File: config.mk
export PLATFORM = sky130hd
export DESIGN_NAME = socks5_handshake_parser_top
export DESIGN_NICKNAME = d
export VERILOG_FILES = /design/src/rtl/shp_pkg.sv /design/src/rtl/shp_parser.sv /design/src/rtl/shp_out_reg.sv /design/src/rtl/socks5_handshake_parser_top.sv
export SDC_FILE = /design/constraint.sdc
export NUM_CORES = 1
export LEC_CHECK = 0
export BUFFER_PORTS_ARGS = -buffer_cell sky130_fd_sc_hd__buf_2
export CAP_MARGIN = 20
export CORE_MARGIN = 2
export CORE_UTILIZATION = 50
export CTS_CLUSTER_DIAMETER = 200
export DETAILED_ROUTE_END_ITERATION = 8
export MAX_ROUTING_LAYER = met4
export PLACE_DENSITY = 0.7
export REMOVE_ABC_BUFFERS = 1
export SYNTH_ARGS = -nofsm -noshare
export SYNTH_HDL_FRONTEND = slang
export SYNTH_SLANG_ARGS = --single-unit
File: constraint.sdc
create_clock -name clk -period 11.3 [get_ports clk]
set_input_delay 0.565 -clock clk [delete_from_list [all_inputs] [get_ports clk]]
set_output_delay 0.565 -clock clk [all_outputs]
set_load 0.005 [all_outputs]
File: src/rtl/shp_pkg.sv
// ----------------------------------------------------------------------------
// shp_pkg
// Shared types and codes for the SOCKS5 greeting and CONNECT request parser.
// ----------------------------------------------------------------------------
package shp_pkg;

    // Parser phase, one per expected byte position of the client stream
    typedef enum logic [3:0] {
        PH_GVER   = 4'd0,
        PH_GNUM   = 4'd1,
        PH_GMETH  = 4'd2,
        PH_RVER   = 4'd3,
        PH_RCMD   = 4'd4,
        PH_RRSV   = 4'd5,
        PH_RATYP  = 4'd6,
        PH_V4ADDR = 4'd7,
        PH_PORT   = 4'd8,
        PH_DLEN   = 4'd9,
        PH_DNAME  = 4'd10,
        PH_DONE   = 4'd11,
        PH_CLOSED = 4'd12
    } phase_t;

    // Input operation codes
    localparam logic OP_BYTE  = 1'b0;
    localparam logic OP_START = 1'b1;

    // Result kinds
    localparam logic [2:0] KIND_METHOD_REPLY = 3'd0;
    localparam logic [2:0] KIND_CONNECT_V4   = 3'd1;
    localparam logic [2:0] KIND_DOMAIN_BYTE  = 3'd2;
    localparam logic [2:0] KIND_DOMAIN_PORT  = 3'd3;
    localparam logic [2:0] KIND_CLOSE        = 3'd4;

    // Error codes
    localparam logic [2:0] ERR_NONE        = 3'd0;
    localparam logic [2:0] ERR_GREET_VER   = 3'd1;
    localparam logic [2:0] ERR_ZERO_METH   = 3'd2;
    localparam logic [2:0] ERR_REQ_VER     = 3'd3;
    localparam logic [2:0] ERR_COMMAND     = 3'd4;
    localparam logic [2:0] ERR_RESERVED    = 3'd5;
    localparam logic [2:0] ERR_ADDR_TYPE   = 3'd6;
    localparam logic [2:0] ERR_IPV6        = 3'd7;

    // Protocol byte values
    localparam logic [7:0] SOCKS_VERSION = 8'd5;
    localparam logic [7:0] CMD_CONNECT   = 8'd1;
    localparam logic [7:0] RSV_ZERO      = 8'd0;
    localparam logic [7:0] ATYP_IPV4     = 8'd1;
    localparam logic [7:0] ATYP_DOMAIN   = 8'd3;
    localparam logic [7:0] ATYP_IPV6     = 8'd4;

    // Stored address type
    localparam logic [1:0] AT_NONE   = 2'd0;
    localparam logic [1:0] AT_IPV4   = 2'd1;
    localparam logic [1:0] AT_DOMAIN = 2'd3;

    // Byte counts
    localparam logic [7:0] IPV4_ADDR_BYTES = 8'd4;
    localparam logic [7:0] PORT_BYTES      = 8'd2;

    // One result item
    typedef struct packed {
        logic [2:0]  kind;
        logic [2:0]  error_code;
        logic [31:0] target_address;
        logic [15:0] target_port;
        logic [7:0]  name_byte;
        logic        last;
    } result_t;

endpackage

File: src/rtl/shp_parser.sv
// ----------------------------------------------------------------------------
// shp_parser
// Parser state and the single-pass decode of one client byte into at most
// one result.
// ----------------------------------------------------------------------------
module shp_parser
(
    input  logic                clk,
    input  logic                rst_n,
    input  logic                step,
    input  logic                op,
    input  logic [7:0]          data_byte,
    output logic                res_valid,
    output shp_pkg::result_t    res
);
    import shp_pkg::*;

    phase_t      phase_reg, phase_next;
    logic [7:0]  bytes_left_reg, bytes_left_next;
    logic [1:0]  address_type_reg, address_type_next;
    logic [31:0] address_shift_reg, address_shift_next;
    logic [15:0] port_shift_reg, port_shift_next;

    logic [7:0]  bytes_dec;
    logic [15:0] port_shifted;

    assign bytes_dec    = bytes_left_reg - 8'd1;
    assign port_shifted = {port_shift_reg[7:0], data_byte};

    // Next state
    always_comb
    begin
        phase_next         = phase_reg;
        bytes_left_next    = bytes_left_reg;
        address_type_next  = address_type_reg;
        address_shift_next = address_shift_reg;
        port_shift_next    = port_shift_reg;
        if (op == OP_START) begin
            phase_next         = PH_GVER;
            bytes_left_next    = 8'd0;
            address_type_next  = AT_NONE;
            address_shift_next = 32'd0;
            port_shift_next    = 16'd0;
        end else begin
            unique case (phase_reg)
                PH_GVER:
                    phase_next = (data_byte == SOCKS_VERSION) ? PH_GNUM : PH_CLOSED;
                PH_GNUM:
                begin
                    if (data_byte == 8'd0) begin
                        phase_next = PH_CLOSED;
                    end else begin
                        bytes_left_next = data_byte;
                        phase_next      = PH_GMETH;
                    end
                end
                PH_GMETH:
                begin
                    bytes_left_next = bytes_dec;
                    if (bytes_dec == 8'd0) begin
                        phase_next = PH_RVER;
                    end
                end
                PH_RVER:
                    phase_next = (data_byte == SOCKS_VERSION) ? PH_RCMD : PH_CLOSED;
                PH_RCMD:
                    phase_next = (data_byte == CMD_CONNECT) ? PH_RRSV : PH_CLOSED;
                PH_RRSV:
                    phase_next = (data_byte == RSV_ZERO) ? PH_RATYP : PH_CLOSED;
                PH_RATYP:
                begin
                    if (data_byte == ATYP_IPV4) begin
                        address_type_next  = AT_IPV4;
                        address_shift_next = 32'd0;
                        bytes_left_next    = IPV4_ADDR_BYTES;
                        phase_next         = PH_V4ADDR;
                    end else if (data_byte == ATYP_DOMAIN) begin
                        address_type_next = AT_DOMAIN;
                        phase_next        = PH_DLEN;
                    end else begin
                        phase_next = PH_CLOSED;
                    end
                end
                PH_V4ADDR:
                begin
                    address_shift_next = {address_shift_reg[23:0], data_byte};
                    bytes_left_next    = bytes_dec;
                    if (bytes_dec == 8'd0) begin
                        port_shift_next = 16'd0;
                        bytes_left_next = PORT_BYTES;
                        phase_next      = PH_PORT;
                    end
                end
                PH_PORT:
                begin
                    port_shift_next = port_shifted;
                    bytes_left_next = bytes_dec;
                    if (bytes_dec == 8'd0) begin
                        phase_next = PH_DONE;
                    end
                end
                PH_DLEN:
                begin
                    port_shift_next = 16'd0;
                    if (data_byte == 8'd0) begin
                        bytes_left_next = PORT_BYTES;
                        phase_next      = PH_PORT;
                    end else begin
                        bytes_left_next = data_byte;
                        phase_next      = PH_DNAME;
                    end
                end
                PH_DNAME:
                begin
                    bytes_left_next = bytes_dec;
                    if (bytes_dec == 8'd0) begin
                        bytes_left_next = PORT_BYTES;
                        phase_next      = PH_PORT;
                    end
                end
                PH_DONE, PH_CLOSED:
                    phase_next = phase_reg;
                default:
                    phase_next = phase_reg;
            endcase
        end
    end

    // Result for the current byte
    always_comb
    begin
        res_valid = 1'b0;
        res       = '0;
        if (op == OP_BYTE) begin
            unique case (phase_reg)
                PH_GVER:
                begin
                    if (data_byte != SOCKS_VERSION) begin
                        res_valid      = 1'b1;
                        res.kind       = KIND_CLOSE;
                        res.error_code = ERR_GREET_VER;
                    end
                end
                PH_GNUM:
                begin
                    if (data_byte == 8'd0) begin
                        res_valid      = 1'b1;
                        res.kind       = KIND_CLOSE;
                        res.error_code = ERR_ZERO_METH;
                    end
                end
                PH_GMETH:
                begin
                    if (bytes_dec == 8'd0) begin
                        res_valid = 1'b1;
                        res.kind  = KIND_METHOD_REPLY;
                    end
                end
                PH_RVER:
                begin
                    if (data_byte != SOCKS_VERSION) begin
                        res_valid      = 1'b1;
                        res.kind       = KIND_CLOSE;
                        res.error_code = ERR_REQ_VER;
                    end
                end
                PH_RCMD:
                begin
                    if (data_byte != CMD_CONNECT) begin
                        res_valid      = 1'b1;
                        res.kind       = KIND_CLOSE;
                        res.error_code = ERR_COMMAND;
                    end
                end
                PH_RRSV:
                begin
                    if (data_byte != RSV_ZERO) begin
                        res_valid      = 1'b1;
                        res.kind       = KIND_CLOSE;
                        res.error_code = ERR_RESERVED;
                    end
                end
                PH_RATYP:
                begin
                    if (data_byte == ATYP_IPV6) begin
                        res_valid      = 1'b1;
                        res.kind       = KIND_CLOSE;
                        res.error_code = ERR_IPV6;
                    end else if (data_byte != ATYP_IPV4 && data_byte != ATYP_DOMAIN) begin
                        res_valid      = 1'b1;
                        res.kind       = KIND_CLOSE;
                        res.error_code = ERR_ADDR_TYPE;
                    end
                end
                PH_PORT:
                begin
                    if (bytes_dec == 8'd0) begin
                        res_valid       = 1'b1;
                        res.target_port = port_shifted;
                        if (address_type_reg == AT_IPV4) begin
                            res.kind           = KIND_CONNECT_V4;
                            res.target_address = address_shift_reg;
                        end else begin
                            res.kind = KIND_DOMAIN_PORT;
                        end
                    end
                end
                PH_DNAME:
                begin
                    res_valid     = 1'b1;
                    res.kind      = KIND_DOMAIN_BYTE;
                    res.name_byte = data_byte;
                    res.last      = (bytes_dec == 8'd0);
                end
                PH_V4ADDR, PH_DLEN, PH_DONE, PH_CLOSED:
                    res_valid = 1'b0;
                default:
                    res_valid = 1'b0;
            endcase
        end
    end

    // Advance state on each processed byte
    always_ff @(posedge clk or negedge rst_n)
    begin
        if (!rst_n) begin
            phase_reg         <= PH_GVER;
            bytes_left_reg    <= 8'd0;
            address_type_reg  <= AT_NONE;
            address_shift_reg <= 32'd0;
            port_shift_reg    <= 16'd0;
        end else if (step) begin
            phase_reg         <= phase_next;
            bytes_left_reg    <= bytes_left_next;
            address_type_reg  <= address_type_next;
            address_shift_reg <= address_shift_next;
            port_shift_reg    <= port_shift_next;
        end
    end

    // A closed session stays closed until a new session starts
    a_closed_sticky: assert property (@(posedge clk) disable iff (!rst_n)
        (step && phase_reg == PH_CLOSED && op == OP_BYTE) |=> phase_reg == PH_CLOSED)
        else $error("closed session reopened without a start");

    // Any close result moves the parser to the closed phase
    a_close_enters_closed: assert property (@(posedge clk) disable iff (!rst_n)
        (step && res_valid && res.kind == KIND_CLOSE) |=> phase_reg == PH_CLOSED)
        else $error("close emitted but parser not closed");

    // Errors travel only with a close result
    a_err_with_close: assert property (@(posedge clk) disable iff (!rst_n)
        res_valid |-> ((res.kind == KIND_CLOSE) == (res.error_code != ERR_NONE)))
        else $error("error code and kind disagree");

    // Port phase counts at most two bytes
    a_port_count: assert property (@(posedge clk) disable iff (!rst_n)
        phase_reg == PH_PORT |-> (bytes_left_reg == 8'd1 || bytes_left_reg == PORT_BYTES))
        else $error("port byte count out of range");

endmodule

File: src/rtl/shp_out_reg.sv
// ----------------------------------------------------------------------------
// shp_out_reg
// Result register: holds one request result until the consumer takes it.
// ----------------------------------------------------------------------------
module shp_out_reg
(
    input  logic                clk,
    input  logic                rst_n,
    input  logic                load,
    input  shp_pkg::result_t    res,
    output logic                ready,
    output logic                out_valid,
    input  logic                out_stall,
    output shp_pkg::result_t    out_res
);
    import shp_pkg::*;

    logic    valid_reg, valid_next;
    result_t res_reg;

    // Free when empty or being drained this cycle
    assign ready = !valid_reg || !out_stall;

    // Fill on a new result, drop when taken, hold otherwise
    always_comb
    begin
        if (load && ready) begin
            valid_next = 1'b1;
        end else if (!out_stall) begin
            valid_next = 1'b0;
        end else begin
            valid_next = valid_reg;
        end
    end

    always_ff @(posedge clk or negedge rst_n)
    begin
        if (!rst_n) begin
            valid_reg <= 1'b0;
        end else begin
            valid_reg <= valid_next;
        end
    end

    // Payload loads only when a new result enters
    always_ff @(posedge clk)
    begin
        if (load && ready) begin
            res_reg <= res;
        end
    end

    assign out_valid = valid_reg;
    assign out_res   = res_reg;

endmodule

File: src/rtl/socks5_handshake_parser_top.sv
// ----------------------------------------------------------------------------
// socks5_handshake_parser_top
// Pipeline: an accepted byte is held in the input register, decoded in one pass,
// and any result is loaded into the result register. Throughput: one byte per
// cycle; the two registers form a two-stage pipeline that stalls only on out_stall.
// Reset: rst_n clears both pipeline valids and puts the parser at the
// greeting version byte; op = 1 restarts the session without emitting.
// ----------------------------------------------------------------------------
module socks5_handshake_parser_top
(
    input  logic        clk,
    input  logic        rst_n,
    input  logic        in_valid,
    output logic        in_stall,
    input  logic        op,
    input  logic [7:0]  data_byte,
    output logic        out_valid,
    input  logic        out_stall,
    output logic [2:0]  kind,
    output logic [2:0]  error_code,
    output logic [31:0] target_address,
    output logic [15:0] target_port,
    output logic [7:0]  name_byte,
    output logic        last
);
    import shp_pkg::*;

    logic       in_valid_reg, in_valid_next;
    logic       op_reg;
    logic [7:0] data_byte_reg;
    logic       accept;
    logic       advance;
    logic       step;
    logic       res_valid;
    result_t    res;
    result_t    out_res;

    // Input stage: take a byte whenever the register is empty or the held one moves on
    assign in_stall = in_valid_reg && !advance;
    assign accept   = in_valid && !in_stall;
    assign step     = in_valid_reg && advance;

    always_comb
    begin
        if (accept) begin
            in_valid_next = 1'b1;
        end else if (advance) begin
            in_valid_next = 1'b0;
        end else begin
            in_valid_next = in_valid_reg;
        end
    end

    always_ff @(posedge clk or negedge rst_n)
    begin
        if (!rst_n) begin
            in_valid_reg <= 1'b0;
        end else begin
            in_valid_reg <= in_valid_next;
        end
    end

    always_ff @(posedge clk)
    begin
        if (accept) begin
            op_reg        <= op;
            data_byte_reg <= data_byte;
        end
    end

    // Decode one byte against the parser state
    shp_parser u_parser
    (
        .clk       (clk),
        .rst_n     (rst_n),
        .step      (step),
        .op        (op_reg),
        .data_byte (data_byte_reg),
        .res_valid (res_valid),
        .res       (res)
    );

    // Hold the result for the consumer
    shp_out_reg u_out_reg
    (
        .clk       (clk),
        .rst_n     (rst_n),
        .load      (step && res_valid),
        .res       (res),
        .ready     (advance),
        .out_valid (out_valid),
        .out_stall (out_stall),
        .out_res   (out_res)
    );

    assign kind           = out_res.kind;
    assign error_code     = out_res.error_code;
    assign target_address = out_res.target_address;
    assign target_port    = out_res.target_port;
    assign name_byte      = out_res.name_byte;
    assign last           = out_res.last;

endmodule
### Word level (Yosys, flattened, before mapping)

Index checks and enable logic that the tools add are counted.

| storage, ports and cells | value |
|---|---|
| word-level logic and storage cells | 131 |
| register bits | 128 |
| input bits | 13 |

| cells by class | value |
|---|---|
| muxes and demuxes | 53 |
| equality and inequality tests | 25 |
| reduce and logical (&&, ||, !) cells | 33 |
| add/subtract/negate cells | 1 |
| bitwise gates (word level) | 4 |

Operator list:

| operator | count |
|---|---|
| 2-to-1 mux 32 bit | 2 |
| case mux 32 bit (2 select lines) | 1 |
| 2-to-1 mux 8 bit | 7 |
| 2-to-1 mux 6 bit | 7 |
| 2-to-1 mux 4 bit | 10 |
| case mux 4 bit (10 select lines) | 1 |
| case mux 8 bit (5 select lines) | 1 |
| case mux 3 bit (8 select lines) | 1 |
| case mux 8 bit (3 select lines) | 1 |
| case mux 3 bit (6 select lines) | 1 |
| equality test 4 x 3 -> 1 bit, second input constant | 4 |
| equality test 8 x 3 -> 1 bit, second input constant | 2 |
| zero test 8 bit | 2 |
| 2-to-1 mux 2 bit | 7 |
| equality test 4 bit, second input constant | 3 |
| 2-to-1 mux 1 bit | 12 |
| inequality test 3 x 2 -> 1 bit, second input constant | 4 |
| nonzero test 11 bit | 1 |
| AND reduction 3 bit | 3 |
| equality test 4 x 2 -> 1 bit, second input constant | 2 |
| equality test 8 x 1 -> 1 bit, second input constant | 1 |
| equality test 8 x 2 -> 1 bit, second input constant | 1 |
| inequality test 8 x 1 -> 1 bit, second input constant | 1 |
| inequality test 8 x 2 -> 1 bit, second input constant | 1 |
| other kinds (24) | 40 |

### Longest topological paths before layout

| depth | value |
|---|---|
| depth after elaboration | 9 |
| mapped depth | 9 |

### Cells and area by module

A second synthesis with hierarchy kept.

| second synthesis, totals | value |
|---|---|
| cell total of the unflattened synthesis | 537 |
| area total of the unflattened synthesis | 6,193.4 µm² |

Modules (own cells, without submodules):

| module | cells an instance | instances | area an instance (µm²) |
|---|---|---|---|
| shp_parser | 454 | 1 | 3,913.8 |
| shp_out_reg | 67 | 1 | 1,939.4 |
| socks5_handshake_parser_top | 16 | 1 | 340.3 |

### Worst setup path after synthesis

OpenSTA, ideal clock, no wires.

| timing path | value |
|---|---|
| path kind | reg2reg |
| start point | register data_byte_reg[7] |
| end point | register u_out_reg.res_reg (netlist bit u_out_reg.out_res[0]) (enable) |
| setup slack | 4,460 ps |
| data required time | 10,729 ps |
| period minus slack after synthesis | 6,840 ps |
| stages on the path, launching flop included | 8 |
| setup time | 571 ps |
| data arrival time | 6,269 ps |
| path through | edfxtp_1 > or4_1 > buf_2 > nor3_1 > a31oi_1 > a21o_1 > o211a_1 > o21ai_0 |

| on the way | value |
|---|---|
| cells in the longest elaborated chain, start to end | 8 |
| elaborated cells on any way between the ends | 17 |

RTL lines:

| element | line | RTL |
|---|---|---|
| start: declaration | socks5_handshake_parser_top.sv:30 | `logic [7:0] data_byte_reg;` |
| start signal: assignment | socks5_handshake_parser_top.sv:67 | `data_byte_reg <= data_byte;` |
| inequality test 8 x 1 -> 1 bit or inequality test 8 x 2 -> 1 bit (tied branches) | shp_parser.sv:169, shp_parser.sv:189 |  |
| logical AND 1 bit | shp_parser.sv:189 | `end else if (data_byte != ATYP_IPV4 && data_byte != ATYP_DOMAIN) begin` |
| 2-to-1 mux 1 bit | shp_parser.sv:189 |  |
| 2-to-1 mux 1 bit | shp_parser.sv:185 | `if (data_byte == ATYP_IPV6) begin` |
| case mux 1 bit (7 select lines) (*) | shp_parser.sv:135 | `unique case (phase_reg)` |
| 2-to-1 mux 1 bit (*) | shp_parser.sv:134 | `if (op == OP_BYTE) begin` |
| logical AND 1 bit (*) | socks5_handshake_parser_top.sv:88 | `.load (step && res_valid),` |
| logical AND 1 bit (*) | shp_out_reg.sv:48 | `if (load && ready) begin` |
| end signal: assignment | shp_out_reg.sv:49 | `res_reg <= res;` |
| end: declaration | shp_out_reg.sv:19 | `result_t res_reg;` |

Every way passes the cells marked *; elsewhere a longest branch is shown, timed or not.
A chain may end at the register's enable or synchronous reset.

### Worst setup path after layout

| timing path | value |
|---|---|
| start point | register data_byte_reg[7] |
| end point | register u_out_reg.res_reg (netlist bit u_out_reg.out_res[61]) (enable) |

Same word-level chain as after synthesis.

==> impl_metrics.toml <==
[cts]
cts_root_buf = "clkbuf_16"
cts_setup_buffers = 0
clk_pin_slew_ns = 0.06
clock_latency_ns = 0.42
cts_made_buffers = 17
clockBufferDepth = 2
post_cts_resized = 0
htreeDepth = 4
cts_tree = "built"
cts_hold_buf = 0
cts.sinks = 128

[timing]
slew_viol_final = 0
fmax_mhz = 298.5
rsz0062_at_grt = "no"
timing.slew.headroom = 0.4450
hold_viol = 0
fin_setup_tns_ns = 0
hold_slack_ns = 0.2831
period_share = 0.2965
skew_ns = 0.009932
setup_viol = 0
min_period_ns = 3.350
tightestPinTransition_ns = 0.8325

[synthesis]
synth_ff_type = "edfxtp_1"
ys_ff_latch = 128
netlist_instances = 521
synth_edf_count = 72
ys_types = 56
syn_area_mm2 = 0.005809
ys_seq_area_frac = 0.6134
avgSynthCellArea_um2 = 11.15
synthArstFlopShare = 0.4375
ys_warn_count = 0

[setup_path]
critPathKind = "reg -> reg"
rr_startpoint = "data_byte_reg[7]$_DFFE_PP_"
end_kind = "flop"
start_kind = "flop"
crit_path_max_fanout = 63
critPathArrivalTime_ns = 3.39
startpoint = "data_byte_reg[7]$_DFFE_PP_"
critPathRequiredTime_ns = 11.34

[route]
route.detailed.drc = 0
detail-route-antenna-nets = 0
drt_iter0_drc = 374
wl_um = 12900
first_pass_iters = 5
vias_per_cell = 5.658
vias = 4215
drt-wirelength-per-cell_um = 17.32

[grt]
grt_start_max_net_pins = 65
antenna_found_initial = 0
grt_pass1_wl_um = 21110
grtUsageTotal = 0.2216
grt_pass1_vias = 4104
grt-ovfl-total = 0

[layout]
area_delta_synth_final_pct = 18.61
drive_gt1_frac = 0.2259
fillers = 938
multiInputGateArea_mm2 = 0.002058
insertedDiodeCount = 0
largest_reg_flops = 63
final_util = 0.6060
nets = 604
ff_latch_area_mm2 = 0.003563

[place]
io_buffers = 77
place_congestion = 0.9233
place.detailed.hpwl_um = 8128

[min_path]
hp-class = "in -> async"

[floorplanning]
core_area_mm2 = 0.01137
chipWidth_um = 111.8
placementRows = 39
io_pins = 78
start_util = 0.5109
die-area_mm2 = 0.01250
die_h_um = 111.8

[power_and_ir_drop]
power_mw = 1.636
p_leak_nw = 2.777
ir_drop_mv = 0.1020
power.density_mw_per_mm2 = 237.4

[outcome]
outcome = "finished, final reports clean"

[job]
drv_cap = 0
==> routing by layer <==
layer | global-route usage | vias to the layer above | share of wire
li1 | - | 1999 | -
met1 | 0.2868 | 2039 | 0.43
met2 | 0.3446 | 154 | 0.50
met3 | 0.05716 | 23 | 0.060
met4 | 0.07243 | 0 | 0.017
met5 | - | - | 0
==> area by class of cell <==
class,instances,share of cell area
multi-input cells,349,0.2987
clock buffers,17,0.06174
clock inverters,15,0.02851
repair buffers,83,0.06247
well taps,143,0.02597
flip-flops and latches,128,0.5172
inverters,10,0.005448
==> metrics by stage <==
step	setup slack, ns	area [um^2]	cells
2_1_floorplan	4.480	5635	487
3_3_place_gp	8.139	6261	712
3_5_place_dp	7.974	6261	712
4_1_cts	7.955	6883	744
5_1_grt	7.763	6890	745
6_report	7.950	6890	745
==> report_power, final <==
part	switching [mW]	total, mW	leakage (nW)	internal [mW]
Combinational	0.238	0.395	1.02	0.157
Clock	0.223	0.578	0.301	0.355
Sequential	0.0789	0.663	1.45	0.584
==> placed cells by master, fill, tap and decap left out, drive strengths merged, types with 3 or more instances in the layout <==
master	n
nand2	91
buf	82
edfxtp	72
dfrtp	56
and2	54
o21ai	44
nor2	19
inv	19
clkbuf	18
nor3	16
a21oi	13
nand2b	10
a22o	10
nand3	8
o31ai	8
a31oi	6
a22oi	6
o211ai	4
xor2	4
or2	3
nor2b	3
o22ai	3
o211a	3
a21o	3
a32o	3
o41ai	3
bufinv	3
or4	3
a211oi	3
==> path summary, 6_finish.rpt <==
check	depth (start not counted)	end	slack, ns
worst max register to register	7	u_out_reg.out_res[61]$_SDFFCE_PP0P_	7.95
max in group asynchronous	2	u_parser.address_shift_reg[4]$_DFFE_PN0P_	10.51
worst min register to register	2	u_parser.address_shift_reg[27]$_DFFE_PN0P_	0.48
worst min-delay path	2	u_parser.bytes_left_reg[0]$_DFFE_PN0P_	0.28
min in group clk	1	data_byte_reg[0]$_DFFE_PP_	0.32
worst max-delay path	7	u_out_reg.out_res[61]$_SDFFCE_PP0P_	7.95
==> synth_stat cells, drive strengths merged (2+ instances only) <==
master   n  area share
nand2   91       0.059
edfxtp  72        0.37
dfrtp   56        0.24
and2    54       0.058
o21ai   44       0.044
clkbuf  27       0.019
nor2    19       0.012
nor3    16       0.015
a21oi   13       0.011
a22o    10       0.015
inv     10      0.0065
nand2b  10       0.011
nand3    8      0.0069
o31ai    8       0.010
buf      7       0.011
a22oi    6      0.0078
a31oi    6      0.0065
o211ai   4      0.0052
xor2     4      0.0060
a211oi   3      0.0056
a21o     3      0.0039
a32o     3      0.0052
nor2b    3      0.0032
o211a    3      0.0052
o22ai    3      0.0032
o41ai    3      0.0045
or2      3      0.0032
or4      3      0.0045
a211o    2      0.0030
and3b    2      0.0030
ha       2      0.0043
nand3b   2      0.0026
nor3b    2      0.0026
o21a     2      0.0026
o221ai   2      0.0030
or3      2      0.0022
xnor2    2      0.0030
==> worst max-delay path, stage by stage (launching register included) <==
cell and delay [ns]:
edfxtp_1 0.47, or4_1 0.70, nor3_1 0.45, a31oi_1 0.15, a21o_1 0.21, o211a_1 0.17, o21ai_4 0.13, buf_4 0.65
==> kinds of logic after synthesis <==
family,synth area share
and+or+nand+nor,0.1876
adders and majority gates,0.004307
DFF,0.6134
AOI/OAI and AO/OA,0.1456
buffers and inverters,0.03640
muxes,0.003661
xor gates and xnor gates,0.009046
Power figures use the tool's default switching activity.
